<file path="config.mk">
export PLATFORM = sky130hd
export DESIGN_NAME = byte_stack_palindrome_rotate
export DESIGN_NICKNAME = d
export VERILOG_FILES = /design/src/hw/rtl/bsp_pkg.sv /design/src/hw/rtl/bsp_store.sv /design/src/hw/rtl/byte_stack_palindrome_rotate.sv
export SDC_FILE = /design/constraint.sdc
export NUM_CORES = 1
export LEC_CHECK = 0
export BUFFER_PORTS_ARGS = -buffer_cell sky130_fd_sc_hd__buf_2
export CAP_MARGIN = 20
export CORE_MARGIN = 2
export CORE_UTILIZATION = 35
export CTS_CLUSTER_DIAMETER = 120
export DETAILED_ROUTE_END_ITERATION = 6
export GPL_TIMING_DRIVEN = 0
export HOLD_SLACK_MARGIN = 0.02
export PLACE_DENSITY_LB_ADDON = 0.15
export SYNTH_ARGS = -nofsm -noshare
export SYNTH_HDL_FRONTEND = slang
export SYNTH_HIERARCHICAL = 1
export SYNTH_SLANG_ARGS = --single-unit
</file>
<file path="constraint.sdc">
create_clock -name clock -period 4.9 [get_ports clock]
set_input_delay 0.98 -clock clock [delete_from_list [all_inputs] [get_ports clock]]
set_output_delay 0.98 -clock clock [all_outputs]
set_load 0.01 [all_outputs]
</file>
<file path="src/hw/rtl/bsp_pkg.sv">
package bsp_pkg;

   // Store geometry. The 7-bit fill level and rotate amount fields limit the depth to 127 at most.
   localparam int STACK_DEPTH = 64;
   localparam int ADDR_W      = $clog2(STACK_DEPTH);
   localparam int CNT_W       = $clog2(STACK_DEPTH + 1);

   // Operation codes.
   localparam logic [1:0] OP_PUSH   = 2'd0;
   localparam logic [1:0] OP_POP    = 2'd1;
   localparam logic [1:0] OP_MIRROR = 2'd2;
   localparam logic [1:0] OP_ROTATE = 2'd3;

   // Status codes.
   localparam logic [1:0] ST_OK    = 2'd0;
   localparam logic [1:0] ST_EMPTY = 2'd1;
   localparam logic [1:0] ST_FULL  = 2'd2;
   localparam logic [1:0] ST_NOROT = 2'd3;

   // One request.
   typedef struct packed {
      logic [1:0] opcode;
      logic [7:0] push_byte;
      logic [6:0] rotate_amount;
   } bsp_req_type;

   // One response.
   typedef struct packed {
      logic [7:0] pop_byte;
      logic       is_mirror;
      logic [1:0] status;
      logic [6:0] fill_level;
   } bsp_rsp_type;

   // Access to the byte store: one write port and two read ports.
   typedef struct packed {
      logic              wr_en;
      logic [ADDR_W-1:0] wr_addr;
      logic [7:0]        wr_data;
      logic [ADDR_W-1:0] rd_addr_a;
      logic [ADDR_W-1:0] rd_addr_b;
   } bsp_mem_ctl_type;

endpackage

</file>
<file path="src/hw/rtl/bsp_store.sv">
module bsp_store (
   input  logic                     clock,
   input  bsp_pkg::bsp_mem_ctl_type mem_ctl,
   output logic [7:0]               rd_data_a,
   output logic [7:0]               rd_data_b
);

   logic [7:0] mem_ff [bsp_pkg::STACK_DEPTH];
   logic [7:0] rd_a_ff;
   logic [7:0] rd_b_ff;

   // Synchronous store with registered read data on both ports.
   always_ff @(posedge clock) begin
      if (mem_ctl.wr_en) begin
         mem_ff[mem_ctl.wr_addr] <= mem_ctl.wr_data;
      end
      rd_a_ff <= mem_ff[mem_ctl.rd_addr_a];
      rd_b_ff <= mem_ff[mem_ctl.rd_addr_b];
   end

   assign rd_data_a = rd_a_ff;
   assign rd_data_b = rd_b_ff;

endmodule

</file>
<file path="src/hw/rtl/byte_stack_palindrome_rotate.sv">
// Bounded LIFO stack of bytes with a palindrome check and a rotate.
// A request is taken on a rising edge with start high and busy low; it carries
// an opcode (push, pop, palindrome check, rotate), a byte to push and a rotate
// amount. Every request gives exactly one response, shown on rsp_data for a
// single cycle with rsp_valid high; the receiver has no way to hold it off.
// Pushes, refused pops, refused or trivial rotates and rotates of a full stack are
// answered straight from the idle state; pops, palindrome checks and rotates that
// copy entries pass through a working state first.
// Requests answered from idle leave busy low, so requests of that kind may follow
// back to back. For the longer ones busy is high from acceptance until the
// response appears, and the next request may be taken in the cycle that shows the
// response. The longer requests wait on the single store: a pop waits for its
// read data, the palindrome check reads one pair of entries a cycle through both
// read ports, and the rotate copies one entry a cycle through the write port.
// The stack is held as a circular window over the store, so a rotate copies
// only the bottom entries above the top.
// Reset empties the stack at once; the store itself is never cleared.
module byte_stack_palindrome_rotate (
   input  logic                 clock,
   input  logic                 reset,
   input  logic                 start,
   output logic                 busy,
   input  bsp_pkg::bsp_req_type req_data,
   output logic                 rsp_valid,
   output bsp_pkg::bsp_rsp_type rsp_data
);

   localparam logic [1:0] S_IDLE   = 2'd0;
   localparam logic [1:0] S_POP    = 2'd1;
   localparam logic [1:0] S_MIRROR = 2'd2;
   localparam logic [1:0] S_ROTATE = 2'd3;

   localparam int AW = bsp_pkg::ADDR_W;
   localparam int CW = bsp_pkg::CNT_W;
   localparam logic [CW-1:0] FULL_COUNT = CW'(bsp_pkg::STACK_DEPTH);

   logic [1:0]           state_ff, state_in;
   logic [CW-1:0]        count_ff, count_in;
   logic [AW-1:0]        bot_ff, bot_in;
   logic                 rsp_valid_ff, rsp_valid_in;
   bsp_pkg::bsp_rsp_type rsp_ff, rsp_in;
   logic [AW-1:0]        lo_ff, lo_in;
   logic [AW-1:0]        hi_ff, hi_in;
   logic [AW-1:0]        pairs_ff, pairs_in;
   logic                 pend_ff, pend_in;
   logic                 mism_ff, mism_in;
   logic [CW-1:0]        step_ff, step_in;
   logic [CW-1:0]        amount_ff, amount_in;
   logic                 wr_pend_ff, wr_pend_in;
   logic [AW-1:0]        wr_addr_ff, wr_addr_in;

   bsp_pkg::bsp_mem_ctl_type mem_ctl;
   logic [7:0]               rd_data_a;
   logic [7:0]               rd_data_b;
   logic [AW-1:0]            top_addr;
   logic                     issue;

   bsp_store u_store (
      .clock     (clock),
      .mem_ctl   (mem_ctl),
      .rd_data_a (rd_data_a),
      .rd_data_b (rd_data_b)
   );

   // Physical slot just above the top of the stack.
   assign top_addr = bot_ff + count_ff[AW-1:0];

   // Next state, store access and response.
   always_comb begin
      state_in     = state_ff;
      count_in     = count_ff;
      bot_in       = bot_ff;
      rsp_valid_in = 1'b0;
      rsp_in       = rsp_ff;
      lo_in        = lo_ff;
      hi_in        = hi_ff;
      pairs_in     = pairs_ff;
      pend_in      = pend_ff;
      mism_in      = mism_ff;
      step_in      = step_ff;
      amount_in    = amount_ff;
      wr_pend_in   = wr_pend_ff;
      wr_addr_in   = wr_addr_ff;
      mem_ctl      = '0;
      issue        = 1'b0;

      case (state_ff)
         S_IDLE: begin
            if (start) begin
               rsp_in            = '0;
               rsp_in.status     = bsp_pkg::ST_OK;
               rsp_in.fill_level = count_ff;
               case (req_data.opcode)
                  bsp_pkg::OP_PUSH: begin
                     rsp_valid_in = 1'b1;
                     if (count_ff == FULL_COUNT) begin
                        rsp_in.status = bsp_pkg::ST_FULL;
                     end else begin
                        mem_ctl.wr_en     = 1'b1;
                        mem_ctl.wr_addr   = top_addr;
                        mem_ctl.wr_data   = req_data.push_byte;
                        count_in          = count_ff + 1'b1;
                        rsp_in.fill_level = count_ff + 1'b1;
                     end
                  end
                  bsp_pkg::OP_POP: begin
                     if (count_ff == '0) begin
                        rsp_valid_in  = 1'b1;
                        rsp_in.status = bsp_pkg::ST_EMPTY;
                     end else begin
                        mem_ctl.rd_addr_a = top_addr - 1'b1;
                        count_in          = count_ff - 1'b1;
                        state_in          = S_POP;
                     end
                  end
                  bsp_pkg::OP_MIRROR: begin
                     lo_in    = '0;
                     hi_in    = AW'(count_ff - 1'b1);
                     pairs_in = AW'(count_ff >> 1);
                     pend_in  = 1'b0;
                     mism_in  = 1'b0;
                     state_in = S_MIRROR;
                  end
                  default: begin
                     // Rotate: refused, trivial, a pure window shift when full,
                     // or a copy of the bottom entries above the top.
                     if (count_ff == '0 || req_data.rotate_amount > count_ff) begin
                        rsp_valid_in  = 1'b1;
                        rsp_in.status = bsp_pkg::ST_NOROT;
                     end else if (req_data.rotate_amount == '0 ||
                                  req_data.rotate_amount == count_ff) begin
                        rsp_valid_in = 1'b1;
                     end else if (count_ff == FULL_COUNT) begin
                        bot_in       = bot_ff + req_data.rotate_amount[AW-1:0];
                        rsp_valid_in = 1'b1;
                     end else begin
                        step_in    = '0;
                        amount_in  = req_data.rotate_amount;
                        wr_pend_in = 1'b0;
                        state_in   = S_ROTATE;
                     end
                  end
               endcase
            end
         end

         S_POP: begin
            rsp_valid_in      = 1'b1;
            rsp_in            = '0;
            rsp_in.pop_byte   = rd_data_a;
            rsp_in.status     = bsp_pkg::ST_OK;
            rsp_in.fill_level = count_ff;
            state_in          = S_IDLE;
         end

         S_MIRROR: begin
            // Read one pair from the two ends a cycle, and compare it in the cycle after.
            issue = (pairs_ff != '0);
            if (issue) begin
               mem_ctl.rd_addr_a = bot_ff + lo_ff;
               mem_ctl.rd_addr_b = bot_ff + hi_ff;
               lo_in             = lo_ff + 1'b1;
               hi_in             = hi_ff - 1'b1;
               pairs_in          = pairs_ff - 1'b1;
            end
            pend_in = issue;
            if (pend_ff && (rd_data_a != rd_data_b)) begin
               mism_in = 1'b1;
            end
            if (!issue && !pend_ff) begin
               rsp_valid_in      = 1'b1;
               rsp_in            = '0;
               rsp_in.is_mirror  = !mism_ff;
               rsp_in.status     = bsp_pkg::ST_OK;
               rsp_in.fill_level = count_ff;
               state_in          = S_IDLE;
            end
         end

         S_ROTATE: begin
            // Copy bottom entry k to the slot k above the top, then move the
            // bottom of the window up by the amount.
            issue = (step_ff != amount_ff);
            if (issue) begin
               mem_ctl.rd_addr_a = bot_ff + step_ff[AW-1:0];
               wr_addr_in        = top_addr + step_ff[AW-1:0];
               step_in           = step_ff + 1'b1;
            end
            wr_pend_in = issue;
            if (wr_pend_ff) begin
               mem_ctl.wr_en   = 1'b1;
               mem_ctl.wr_addr = wr_addr_ff;
               mem_ctl.wr_data = rd_data_a;
            end
            if (!issue && !wr_pend_ff) begin
               bot_in            = bot_ff + amount_ff[AW-1:0];
               rsp_valid_in      = 1'b1;
               rsp_in            = '0;
               rsp_in.status     = bsp_pkg::ST_OK;
               rsp_in.fill_level = count_ff;
               state_in          = S_IDLE;
            end
         end

         default: begin
            state_in = S_IDLE;
         end
      endcase
   end

   // Control registers.
   always_ff @(posedge clock) begin
      if (reset) begin
         state_ff     <= S_IDLE;
         count_ff     <= '0;
         bot_ff       <= '0;
         rsp_valid_ff <= 1'b0;
         pend_ff      <= 1'b0;
         wr_pend_ff   <= 1'b0;
      end else begin
         state_ff     <= state_in;
         count_ff     <= count_in;
         bot_ff       <= bot_in;
         rsp_valid_ff <= rsp_valid_in;
         pend_ff      <= pend_in;
         wr_pend_ff   <= wr_pend_in;
      end
   end

   // Working and response registers.
   always_ff @(posedge clock) begin
      rsp_ff     <= rsp_in;
      lo_ff      <= lo_in;
      hi_ff      <= hi_in;
      pairs_ff   <= pairs_in;
      mism_ff    <= mism_in;
      step_ff    <= step_in;
      amount_ff  <= amount_in;
      wr_addr_ff <= wr_addr_in;
   end

   assign busy      = (state_ff != S_IDLE);
   assign rsp_valid = rsp_valid_ff;
   assign rsp_data  = rsp_ff;

endmodule

</file>
==> impl_results.md <==
- Synth cell types: between 70 and 80
- Top FF cell, synth: edfxtp_1
- CTS tree: done
- Synth Net Count: roughly 1,900
- Clock Skews: 22.4 ps
- DP Area: 31,900 um2
- Filler cell count: 7,720
- Clock sink count: 603
- P_leak: about 11 nW
- Post-route non-filler standard cell count: 3,163
- First-pass GRT wire length: 139 mm
- Register area share after synthesis: 59.3%
- Setup Crit Path Kind: flip-flop to flip-flop
- Final WL: 98.2 mm
- Remaining antenna violation count after routing: 0
- GR Util All Layers: a little under a quarter
- TritonRoute pass-1 iters: 5
- DR iter-0 viols: ~2,100
- Setup violators final: 0
- GP Congestion: 0.921
- IO buf count: 39
- Crit Path Max Fanout: 9
- Via count: ~18,000
- Die area: 87,900 um2
- Synth Warn #: 6
- Share of layout cells above drive strength 1: 30.9%
- Die width: just under 300 um
- Layout area overhead: 15.9%
- DP Cell Count: 3,024
- TritonCTS Buffers: 72
- Total grt overflow: 0
- Clock Latency Late Sink: 620 ps
- Die Y: 297 um
- Min cycle time layout: ~4900 ps
- Clock Tree Buf Depth: 3
- Slew headroom: 22.6%
- WP data arrival: 5130 ps
- Avg Inst Size Synth: ~16 um2
- RSZ-0062 raised after global routing: true
- Synth Register Bits: ~600
- DRC: 0
- CP startpoint kind: flip-flop
- Post-DP HPWL: 71.1 mm
- Post-DR vias/cell: ~5.8
- DP Worst Slack: -1770 ps
- Final nets: 2,041
- Period utilization: 99.5%
- Clk slew on worst S/H paths: approximately 60 ps
- Root buffer cell: clkbuf_16
- # IOs: 40
- Power Density: 488 nW/um2
- Post-synth EDFFs: 569
- H-tree Lvls: 3
- Avg WL per Cell: 31.0 um
- Maximum number of pins on one net before global-route repair: 49
- Ys async rst share: 0%
- Fin. max-slew vios: 0
- Hold buffer count at CTS: 0
- Vias in the first global route: 19,013
- Fmax: 0.205 GHz
- MaxCap Viol Count: 0
- Req. time, crit path: between 5000 and 6000 ps
- Status: finished, final reports clean
- Tot Pwr: 17.0 mW
- Post-synthesis instance area: 30,000 um2
- Row cnt: approximately 110
- Worst setup EP type: flip-flop
- Final Cell Area: 34,700 um2
- Final setup margin: 25.2 ps
- Initial antenna violation count: 1
- Count of final hold-check violations: 0
- Fin Hold WS: 523 ps
- Tightest Pin Transition: between 1000 and 1500 ps
- Hold WC Path Type: flip-flop to flip-flop
- Max VDD drop: roughly 0.27 mV
- Core ar.: between 80,000 and 90,000 um2
- Mapped Cells: 1,822
- Starting Density: 35.2%
[critical path: stages (launching register included)]
cell and delay [ps]:
dfxtp_2 430, inv_1 200, ha_1 290, nor3b_4 200
nand3_2 120, nand2_1 140, nor3_4 370, a22oi_1 160
nor2_1 400, clkbuf_1 340, or3b_2 550, or2_2 300
clkbuf_1 330, nor2_2 650
[cells in the final DEF (no fill, tap or decap), types with 9 or more instances in the layout]
cell type	netlist	final
clkbuf_2	0	9
nor2_4	0	15
mux4_2	269	269
and2_1	18	18
mux2i_2	0	9
nor2_1	167	109
nor2b_1	10	9
a21o_1	9	9
inv_1	37	37
nand3b_1	12	12
xnor2_1	47	46
nor2_2	0	43
nand2b_1	9	9
buf_4	16	35
nand3_1	27	27
nor3_1	21	15
dfxtp_1	34	31
o21ai_0	38	35
a22oi_1	19	19
mux2i_1	46	36
buf_6	5	14
xor2_1	22	22
buf_12	1	11
clkbuf_16	0	75
clkinv_1	0	17
o21ai_1	11	10
clkbuf_1	53	58
o22ai_1	39	39
edfxtp_1	569	569
buf_2	34	64
a21oi_1	61	60
ha_1	54	54
nand2_1	34	34
a211oi_1	14	11
[registers in the layout (all words and copies together), names as in the netlist, 6 cells and up]
register,count
hi_ff,6
u_store/rd_data_a,8
count_ff,7
lo_ff,6
step_ff,7
rsp_data,18
u_store/mem_ff,512
amount_ff,7
u_store/rd_data_b,8
pairs_ff,6
bot_ff,6
wr_addr_ff,6
[power breakdown]
part	switching [mW]	total (mW)	internal, mW
clock network	2.17	5.31	3.15
registers	0.145	6.11	5.97
logic	3.40	5.53	2.13
[repair_timing]
item	in CTS	in global routing
pin swaps	5	0
gates resized for setup	86	48
buffers inserted	9	0
setup endpoints to repair	520	400
[layout make-up]
cell class	instances	area [um2]	area share (%)
clock inverter	36	335	0.966
multi-input combinational	1060	11800	34.1
tap	1144	1430	4.12
clock buffer	94	1970	5.67
sequential	603	17800	51.2
inverter	39	149	0.429
timing repair buffer	68	562	1.62
antenna	2	5.00	0.0144
buffer	117	666	1.92
[cells in the mapped netlist (4+ instances only)]
library cell	number	area [um2]
and3_1	7	43.8
o211ai_1	4	30.0
and2_1	18	113
buf_4	16	120
mux4_2	269	6060
o21ai_1	11	55.1
o31ai_1	12	90.1
nor3_1	21	105
buf_6	5	56.3
nand3b_1	12	90.1
or2_2	8	50.1
edfxtp_1	569	17100
nor2b_1	10	62.6
fa_1	6	120
mux2i_1	46	460
o221ai_1	7	61.3
mux2_2	7	78.8
o21ai_0	38	190
a21o_1	9	67.6
a222oi_1	4	40.0
xnor2_1	47	412
dfxtp_1	34	681
a211oi_1	14	105
nand2_1	34	128
nand3_1	27	135
nand2b_1	9	56.3
o22ai_1	39	244
clkbuf_1	53	199
buf_2	34	170
inv_1	37	139
a22oi_1	19	143
or3_1	7	43.8
xor2_1	22	193
a22o_1	7	61.3
nor2_1	167	627
nand4_1	6	37.5
a31oi_1	4	25.0
buf_1	10	37.5
ha_1	54	676
o32ai_1	7	61.3
a21oi_1	61	305
[cells by family (layout without fill, tap and decap cells)]
kind of cell,count (synthesis),in the layout,synth area share (%)
flops,603,603,59.3
simple gates,346,346,5.62
fa+ha+maj,60,60,2.66
other cells,0,2,0
mux,323,323,22.1
xor+xnor,70,70,2.10
compound gates,261,261,5.70
buf+inv,159,354,2.56
[final timing paths]
check              start                    to  slack, ps  depth (start not counted)
max          count_ff[1]  u_store/mem_ff[4][4]         30                         13
min              mism_ff           rsp_data[9]        520                          1
max reg2reg  count_ff[1]  u_store/mem_ff[4][4]         30                         13
min reg2reg      mism_ff           rsp_data[9]        520                          1
[per-stage QoR]
stage	utilization, %	TNS [ps]
CTS	40.7	-390
finish	40.8	0
floorplan	-	0
global placement	37.2	-1572400
detailed placement	37.5	-463100
global route	40.8	-11850
[routing by layer]
| metal | vias up | global-route usage [%] | part of all wire (%) |
|---|---|---|---|
| met1 | 9785 | 28.9 | 40 |
| met4 | 0 | 8.65 | 3.9 |
| met2 | 748 | 38.0 | 50 |
| met5 | - | 0 | 0 |
| met3 | 182 | 4.18 | 6.7 |
| li1 | 7747 | - | - |
(Power assumes the default switching activity.)
